<file path="src/rtl/owdm_pkg.sv">
// Shared constants, register codes and arithmetic helpers for the omni wheel drive mixer.
package owdm_pkg;

    localparam int AxisW  = 9;
    localparam int CfgW   = 8;
    localparam int AddrW  = 4;
    localparam int DataW  = 32;
    localparam int CountW = 32;
    localparam int NumWheels = 4;

    // Widths through the datapath: negated axis, mixed sum, magnitude, product.
    localparam int NegW  = AxisW + 1;
    localparam int MixW  = AxisW + 2;
    localparam int MagW  = MixW - 1;
    localparam int ProdW = MagW + CfgW;
    localparam int QuotW = MagW;

    localparam logic [CfgW-1:0] DeadzoneRst = 8'd30;
    localparam logic [CfgW-1:0] DriveMinRst = 8'd100;
    localparam logic [CfgW-1:0] DriveMaxRst = 8'd255;

    // Wheel order FL, FR, BL, BR. A set bit means the axis enters that wheel negated.
    localparam logic [NumWheels-1:0] XNeg = 4'b0110;
    localparam logic [NumWheels-1:0] ZNeg = 4'b1010;

    typedef enum logic [1:0] {
        REG_DEADZONE  = 2'd0,
        REG_DRIVE_MIN = 2'd1,
        REG_DRIVE_MAX = 2'd2,
        REG_NONE      = 2'd3
    } t_reg_idx;

    // Zero an axis whose magnitude lies strictly below the deadzone.
    function automatic logic signed [NegW-1:0] apply_deadzone(
        input logic signed [NegW-1:0] a,
        input logic [CfgW-1:0]        dz
    );
        logic [NegW-1:0] mag;
        mag = a[NegW-1] ? NegW'(-a) : NegW'(a);
        return (mag < {2'b00, dz}) ? '0 : a;
    endfunction

    // Exact floor(p / 255) for p below 2^18: multiply by 263173, which is
    // ceil(2^26 / 255) = 2^18 + 2^10 + 2^2 + 1, and keep bits 26 and up.
    function automatic logic [QuotW-1:0] div255(input logic [ProdW-1:0] p);
        logic [44:0] w;
        logic [44:0] acc;
        w   = {27'd0, p};
        acc = (w << 18) + (w << 10) + (w << 2) + w;
        return acc[26 +: QuotW];
    endfunction

endpackage

</file>
<file path="src/rtl/omni_wheel_drive_mixer.sv">
// Omni wheel drive mixer: deadzone, four wheel mixing, drive remapping and power latch.
// Throughput: one transaction per cycle unless stalled; the three pipeline registers
// form an elastic chain and each stage takes new data whenever its successor has room.
// The scaling multiply and the divide by 255 sit in separate stages.
// Synchronous active-low reset empties the pipeline, clears the power latch and the
// message counter, and returns deadzone, drive_min and drive_max to 30, 100 and 255.
module omni_wheel_drive_mixer
    import owdm_pkg::*;
(
    input  logic                     i_clk,
    input  logic                     i_rst_n,
    input  logic                     psel,
    input  logic                     penable,
    input  logic                     pwrite,
    input  logic [AddrW-1:0]         paddr,
    input  logic [DataW-1:0]         pwdata,
    output logic [DataW-1:0]         prdata,
    output logic                     pready,
    input  logic                     i_in_valid,
    output logic                     o_in_ready,
    input  logic                     i_pad_present,
    input  logic signed [AxisW-1:0]  i_left_y,
    input  logic signed [AxisW-1:0]  i_left_x,
    input  logic signed [AxisW-1:0]  i_right_x,
    input  logic                     i_start_pressed,
    input  logic                     i_stop_pressed,
    output logic                     o_out_valid,
    input  logic                     i_out_ready,
    output logic signed [AxisW-1:0]  o_front_left,
    output logic signed [AxisW-1:0]  o_front_right,
    output logic signed [AxisW-1:0]  o_back_left,
    output logic signed [AxisW-1:0]  o_back_right,
    output logic                     o_power_on,
    output logic [CountW-1:0]        o_message_number
);

    logic [CfgW-1:0] r_deadzone, r_drive_min, r_drive_max;
    logic            cfg_write;
    t_reg_idx        cfg_idx;

    logic              r_power, n_power;
    logic [CountW-1:0] r_count, n_count;
    logic              in_accept;
    logic              rdy1, rdy2, rdy3;

    // Stage 1: registered inputs.
    logic                    r_s1_valid;
    logic                    r_s1_pad;
    logic signed [AxisW-1:0] r_s1_ly, r_s1_lx, r_s1_rx;
    logic                    r_s1_power;
    logic [CountW-1:0]       r_s1_count;

    // Stage 2: scaled magnitudes before the divide.
    logic                    r_s2_valid;
    logic [ProdW-1:0]        r_s2_prod [NumWheels];
    logic [NumWheels-1:0]    r_s2_neg, r_s2_zero;
    logic                    r_s2_power;
    logic [CountW-1:0]       r_s2_count;

    // Stage 3: result register.
    logic                    r_s3_valid;
    logic signed [AxisW-1:0] r_s3_wheel [NumWheels];
    logic                    r_s3_power;
    logic [CountW-1:0]       r_s3_count;

    logic [ProdW-1:0]        n_s2_prod [NumWheels];
    logic [NumWheels-1:0]    n_s2_neg, n_s2_zero;
    logic signed [AxisW-1:0] n_s3_wheel [NumWheels];

    // ---------------- Configuration port ----------------
    assign pready    = 1'b1;
    assign cfg_idx   = t_reg_idx'(paddr[3:2]);
    assign cfg_write = psel && penable && pwrite && pready;

    always_comb begin
        case (cfg_idx)
            REG_DEADZONE:  prdata = {{(DataW-CfgW){1'b0}}, r_deadzone};
            REG_DRIVE_MIN: prdata = {{(DataW-CfgW){1'b0}}, r_drive_min};
            REG_DRIVE_MAX: prdata = {{(DataW-CfgW){1'b0}}, r_drive_max};
            default:       prdata = '0;
        endcase
    end

    always_ff @(posedge i_clk) begin
        if (!i_rst_n) begin
            r_deadzone  <= DeadzoneRst;
            r_drive_min <= DriveMinRst;
            r_drive_max <= DriveMaxRst;
        end else if (cfg_write) begin
            case (cfg_idx)
                REG_DEADZONE:  r_deadzone  <= pwdata[CfgW-1:0];
                REG_DRIVE_MIN: r_drive_min <= pwdata[CfgW-1:0];
                REG_DRIVE_MAX: r_drive_max <= pwdata[CfgW-1:0];
                default: ;
            endcase
        end
    end

    // ---------------- Pipeline flow control ----------------
    assign rdy3       = !r_s3_valid || i_out_ready;
    assign rdy2       = !r_s2_valid || rdy3;
    assign rdy1       = !r_s1_valid || rdy2;
    assign o_in_ready = rdy1;
    assign in_accept  = i_in_valid && rdy1;

    // The latch and counter advance in transaction order at acceptance.
    always_comb begin
        n_count = r_count + CountW'(1);
        if (!i_pad_present) begin
            n_power = 1'b0;
        end else begin
            n_power = (r_power || i_start_pressed) && !i_stop_pressed;
        end
    end

    always_ff @(posedge i_clk) begin
        if (!i_rst_n) begin
            r_power <= 1'b0;
            r_count <= '0;
        end else if (in_accept) begin
            r_power <= n_power;
            r_count <= n_count;
        end
    end

    // ---------------- Stage 1 -> 2: deadzone, mixing, scaling ----------------
    always_comb begin
        logic signed [NegW-1:0] y, x, z;
        logic signed [MixW-1:0] sx, sz, mix;
        logic [MagW-1:0]        mag;
        logic [CfgW-1:0]        span;
        y    = apply_deadzone(-NegW'(r_s1_ly), r_deadzone);
        x    = apply_deadzone(NegW'(r_s1_lx), r_deadzone);
        z    = apply_deadzone(NegW'(r_s1_rx), r_deadzone);
        span = (r_drive_max >= r_drive_min) ? (r_drive_max - r_drive_min) : '0;
        for (int w = 0; w < NumWheels; w++) begin
            sx  = XNeg[w] ? -MixW'(x) : MixW'(x);
            sz  = ZNeg[w] ? -MixW'(z) : MixW'(z);
            mix = MixW'(y) + sx + sz;
            mag = mix[MixW-1] ? MagW'(-mix) : MagW'(mix);
            n_s2_prod[w] = ProdW'(mag) * ProdW'(span);
            n_s2_neg[w]  = mix[MixW-1];
            n_s2_zero[w] = (mix == '0) || !r_s1_pad;
        end
    end

    // ---------------- Stage 2 -> 3: divide, offset, clamp, sign ----------------
    always_comb begin
        logic [QuotW-1:0] q;
        logic [QuotW:0]   sum;
        logic [CfgW-1:0]  drv;
        for (int w = 0; w < NumWheels; w++) begin
            q   = div255(r_s2_prod[w]);
            sum = {{(QuotW+1-CfgW){1'b0}}, r_drive_min} + {1'b0, q};
            drv = (sum > {{(QuotW+1-CfgW){1'b0}}, r_drive_max}) ? r_drive_max : sum[CfgW-1:0];
            if (r_s2_zero[w]) begin
                n_s3_wheel[w] = '0;
            end else if (r_s2_neg[w]) begin
                n_s3_wheel[w] = -$signed({1'b0, drv});
            end else begin
                n_s3_wheel[w] = $signed({1'b0, drv});
            end
        end
    end

    // ---------------- Pipeline registers ----------------
    always_ff @(posedge i_clk) begin
        if (!i_rst_n) begin
            r_s1_valid <= 1'b0;
            r_s2_valid <= 1'b0;
            r_s3_valid <= 1'b0;
        end else begin
            if (rdy1) begin
                r_s1_valid <= i_in_valid;
            end
            if (rdy2) begin
                r_s2_valid <= r_s1_valid;
            end
            if (rdy3) begin
                r_s3_valid <= r_s2_valid;
            end
        end
    end

    always_ff @(posedge i_clk) begin
        if (in_accept) begin
            r_s1_pad   <= i_pad_present;
            r_s1_ly    <= i_left_y;
            r_s1_lx    <= i_left_x;
            r_s1_rx    <= i_right_x;
            r_s1_power <= n_power;
            r_s1_count <= n_count;
        end
        if (r_s1_valid && rdy2) begin
            r_s2_prod  <= n_s2_prod;
            r_s2_neg   <= n_s2_neg;
            r_s2_zero  <= n_s2_zero;
            r_s2_power <= r_s1_power;
            r_s2_count <= r_s1_count;
        end
        if (r_s2_valid && rdy3) begin
            r_s3_wheel <= n_s3_wheel;
            r_s3_power <= r_s2_power;
            r_s3_count <= r_s2_count;
        end
    end

    assign o_out_valid      = r_s3_valid;
    assign o_front_left     = r_s3_wheel[0];
    assign o_front_right    = r_s3_wheel[1];
    assign o_back_left      = r_s3_wheel[2];
    assign o_back_right     = r_s3_wheel[3];
    assign o_power_on       = r_s3_power;
    assign o_message_number = r_s3_count;

    // ---------------- Assertions ----------------
    a_count_step: assert property (@(posedge i_clk) disable iff (!i_rst_n)
        (i_rst_n && in_accept) |=> (r_count == $past(r_count) + CountW'(1)))
        else $error("message counter did not advance by one on an accepted transaction");

    a_absent_pad_off: assert property (@(posedge i_clk) disable iff (!i_rst_n)
        (i_rst_n && in_accept && !i_pad_present) |=> (!r_power && !r_s1_power))
        else $error("power latch not cleared for a transaction without a controller");

    a_stop_wins: assert property (@(posedge i_clk) disable iff (!i_rst_n)
        (i_rst_n && in_accept && i_stop_pressed) |=> !r_power)
        else $error("stop press did not clear the power latch");

    a_s2_to_s3: assert property (@(posedge i_clk) disable iff (!i_rst_n)
        (i_rst_n && r_s2_valid && rdy3) |=> r_s3_valid)
        else $error("stage 2 data moved on but no result became valid");

    a_s2_hold: assert property (@(posedge i_clk) disable iff (!i_rst_n)
        (i_rst_n && r_s2_valid && !rdy3) |=> (r_s2_valid && $stable(r_s2_count)))
        else $error("stalled stage 2 data was lost or changed");

endmodule

</file>
<file path="config.mk">
export PLATFORM = sky130hd
export DESIGN_NAME = omni_wheel_drive_mixer
export DESIGN_NICKNAME = d
export VERILOG_FILES = /design/src/rtl/owdm_pkg.sv /design/src/rtl/omni_wheel_drive_mixer.sv
export SDC_FILE = /design/constraint.sdc
export NUM_CORES = 2
export LEC_CHECK = 0
export ABC_AREA = 1
export BUFFER_PORTS_ARGS = -buffer_cell sky130_fd_sc_hd__buf_2
export CORE_MARGIN = 2
export CORE_UTILIZATION = 40
export CTS_BUF_LIST = sky130_fd_sc_hd__clkbuf_4 sky130_fd_sc_hd__clkbuf_8
export DETAILED_ROUTE_END_ITERATION = 8
export GPL_ROUTABILITY_DRIVEN = 0
export PLACE_DENSITY = 0.67
export SLEW_MARGIN = 20
export SYNTH_ARGS = -nofsm -noshare
export SYNTH_HDL_FRONTEND = slang
export SYNTH_SLANG_ARGS = --single-unit
</file>
<file path="constraint.sdc">
create_clock -name i_clk -period 10.7 [get_ports i_clk]
set_input_delay 1.07 -clock i_clk [delete_from_list [all_inputs] [get_ports i_clk]]
set_output_delay 1.07 -clock i_clk [all_outputs]
set_load 0.03 [all_outputs]
</file>
==> impl_metrics.json <==
{
  "cp_slowest_cell": "fa_1",
  "hold_end": "o_message_number[3]$_DFFE_PP_",
  "cts_sinks": 301,
  "ys_types": 65,
  "fp-row-count": 109,
  "yosys_register_bits": 301,
  "slew_violations": 0,
  "first_pass_iters": 5,
  "met3_length_um": 4300,
  "antenna_found_initial": 2,
  "min_path_cells": 0,
  "finalSetupViolCount": 0,
  "syn_avg_cell_area_sq_um": 8.04,
  "grt_max_degree": 70,
  "yosys.area.top_type": "edfxtp_1",
  "clock-skew-final_ps": 50.4,
  "wl_met1_um": 39400,
  "hold_ws_ps": 407,
  "io_pins": 177,
  "netlist_area_sq_um": 35400,
  "ys_warn_count": 0,
  "synth_top_area_share_pct": 20.4,
  "cpMostUsedCell": "nand2_1",
  "dieArea_sq_um": 91000,
  "max_stage_delay_ps": 570,
  "vias": 29000,
  "synthFlopType": "edfxtp_1",
  "post_drt_wl_per_cell_um": 14.7,
  "wl_met2_um": 38600,
  "synth_edf_count": 241,
  "grt_pass1_vias": 27800,
  "slew_headroom_pct": 30.0,
  "grt_overflow": 0,
  "cts_made_buffers": 52,
  "final.fill_count": 8754,
  "drc_errors": 0,
  "critical_path_class": "reg -> reg",
  "grt_pass1_wl_um": 138000,
  "end_kind": "flip-flop",
  "drive_gt1_share_pct": 9.25,
  "grt_usage_pct": 18.6,
  "min_period_ps": 9900,
  "nets": 5354,
  "syn_inst": 4408,
  "clk_pin_slew_ps": 80,
  "ctsLongestPathBuffers": 3,
  "dr.max_layer_used": "met4",
  "reg2reg_from": "r_s1_ly[0]$_DFFE_PP_",
  "reg2reg_slack_ps": 800,
  "max_freq_mhz": 101,
  "arrival_ps": 10310,
  "hold_viol": 0,
  "status": "finished, final reports clean",
  "root_buffer": "clkbuf_8",
  "syn_to_final_growth_pct": 9.48,
  "worst_pin_slew_ps": 1050,
  "worstPathRequired_ps": 11100,
  "port_buffers": 125,
  "start_util_pct": 40.2,
  "wirelength_um": 84600,
  "async_reset_ff_share_pct": 0,
  "reg2regPathDepth": 59,
  "hpwl_um": 69000,
  "die_h_um": 302,
  "synth-seq-area-share_pct": 23.8,
  "vias_per_cell": 5.02,
  "worstReg2RegEnd": "r_s2_prod[71]$_DFFE_PP_",
  "ant_nets": 0,
  "crit_fanout": 11,
  "start_kind": "flip-flop",
  "cts_tree": "yes",
  "synth_area_leaders": "edfxtp_1 (20%), ha_1 (17%), fa_1 (14%)",
  "die_width_um": 302,
  "coreArea_sq_um": 88100,
  "timing.final.crit_share_pct": 92.6,
  "htreeDepth": 2,
  "clk_latency_ps": 700,
  "hp-class": "reg -> reg",
  "hold_start": "r_s2_count[3]$_DFFE_PP_",
  "drv_cap": 0,
  "initialDrtViolationCount": 1710
}
==> cells in the final DEF (no fill, tap or decap), types with 8 or more instances in the layout <==
cell        n
a211oi_1    8
a21o_1     12
a21oi_1   308
a31oi_1    11
and2_1      9
buf_2     125
buf_4      33
clkbuf_4   13
clkbuf_8   58
clkinv_1   10
clkinv_2   10
conb_1     25
dfxtp_1    60
edfxtp_1  241
fa_1      241
ha_1      470
inv_1     696
inv_2      12
nand2_1   738
nand2_2    47
nand2_4    23
nand3_1   238
nand3_2    11
nand3b_1   11
nand4_1    32
nor2_1    541
nor2_2     31
nor3_1     46
nor4_1     13
o211ai_1   23
o21ai_0   135
o21ai_1    15
o21bai_1   17
o221ai_1   11
o31ai_1    12
xnor2_1    49
xor2_1    168
==> cell type report <==
class | count | area, sq um | share of cell area [%]
repair buffers | 159 | 885 | 2.28
clock inverters | 25 | 214 | 0.552
diodes | 1 | 2.50 | 0.00645
multi-input cells | 3336 | 24200 | 62.4
inverters | 714 | 2680 | 6.92
well taps | 1165 | 1460 | 3.76
flip-flops and latches | 301 | 8440 | 21.8
clock buffers | 71 | 896 | 2.31
==> registers in the layout, summed over array words and instances (netlist names), 4 cells and up <==
signal and count:
r_s2_prod 70, o_message_number 32, r_count 32, r_s1_count 32, r_s2_count 32, o_back_left 9
o_back_right 9, o_front_left 9, o_front_right 9, r_s1_lx 9, r_s1_ly 9, r_s1_rx 9
r_deadzone 8, r_drive_max 8, r_drive_min 8, r_s2_neg 4, r_s2_zero 4
==> critical path, delay by kind of cell (launching register included) <==
kind / cells / cell delay, ps
xor+xnor: 4 / 770
flops: 1 / 440
fa+ha+maj: 8 / 3230
simple gates: 25 / 2470
compound gates: 13 / 1810
buf+inv: 9 / 880
==> repair_timing <==
| item | in CTS | in global routing |
|---|---|---|
| setup buffers | 0 | 10 |
| hold buffers | 0 | 0 |
| pin swaps | 0 | 14 |
| endpoints found under the setup margin | 1 | 36 |
| gates resized for setup | 1 | 62 |
==> Yosys cell counts, drive strengths merged, types with 32 or more instances <==
cell type  count
xnor2         49
a21oi        314
nand4         36
edfxtp       241
fa           241
clkbuf        48
nor2         573
xor2         170
inv          708
nand3        253
buf           32
ha           476
o21ai        157
nand2        809
nor3          50
dfxtp         60
==> kinds of logic after synthesis <==
group / count (synthesis) / synth area share, %
AOI/OAI and AO/OA: 602 / 9.50
xor gates and xnor gates: 219 / 5.41
adders and majority gates: 717 / 30.4
buffers and inverters: 794 / 8.78
DFF: 301 / 23.8
other: 2 / 0.0212
and+or+nand+nor: 1773 / 22.0
==> layer usage <==
metal	up-vias	global-route usage, %
met3	138	2.00
met4	0	5.60
met5	-	0
met1	13400	25.7
met2	729	30.7
li1	14700	-
==> how the worst max path moves through the flow <==
stage / from / endpoint / slack [ps] / cells after the start
floorplan: r_s1_ly[0]$_DFFE_PP_ / r_s2_prod[51]$_DFFE_PP_ / 1110 / 61
detailed placement: r_s1_ly[0]$_DFFE_PP_ / r_s2_prod[33]$_DFFE_PP_ / 40 / 55
CTS: r_s1_ly[0]$_DFFE_PP_ / r_s2_prod[33]$_DFFE_PP_ / 60 / 56
global route: r_s1_ly[0]$_DFFE_PP_ / r_s2_prod[71]$_DFFE_PP_ / -50 / 62
global placement: r_s1_ly[0]$_DFFE_PP_ / r_s2_prod[33]$_DFFE_PP_ / 240 / 55
finish: r_s1_ly[0]$_DFFE_PP_ / r_s2_prod[71]$_DFFE_PP_ / 800 / 59
==> per-stage QoR <==
step | utilization [%] | instances | cell area (sq um) | setup WS (ps) | TNS (ps)
global placement | 42.4 | 5665 | 37400 | 241 | 0
detailed placement | 42.4 | 5665 | 37400 | 37.7 | 0
CTS | 43.7 | 5761 | 38500 | 56.9 | 0
global route | 44.0 | 5772 | 38800 | -52.7 | -71.2
floorplan | - | 4431 | 35500 | 1110 | 0
finish | 44.0 | 5772 | 38800 | 796 | 0
Power is left out: the tool's default activity adds up to more than one toggle a clock period on the data nets, which glitch-free logic cannot reach.
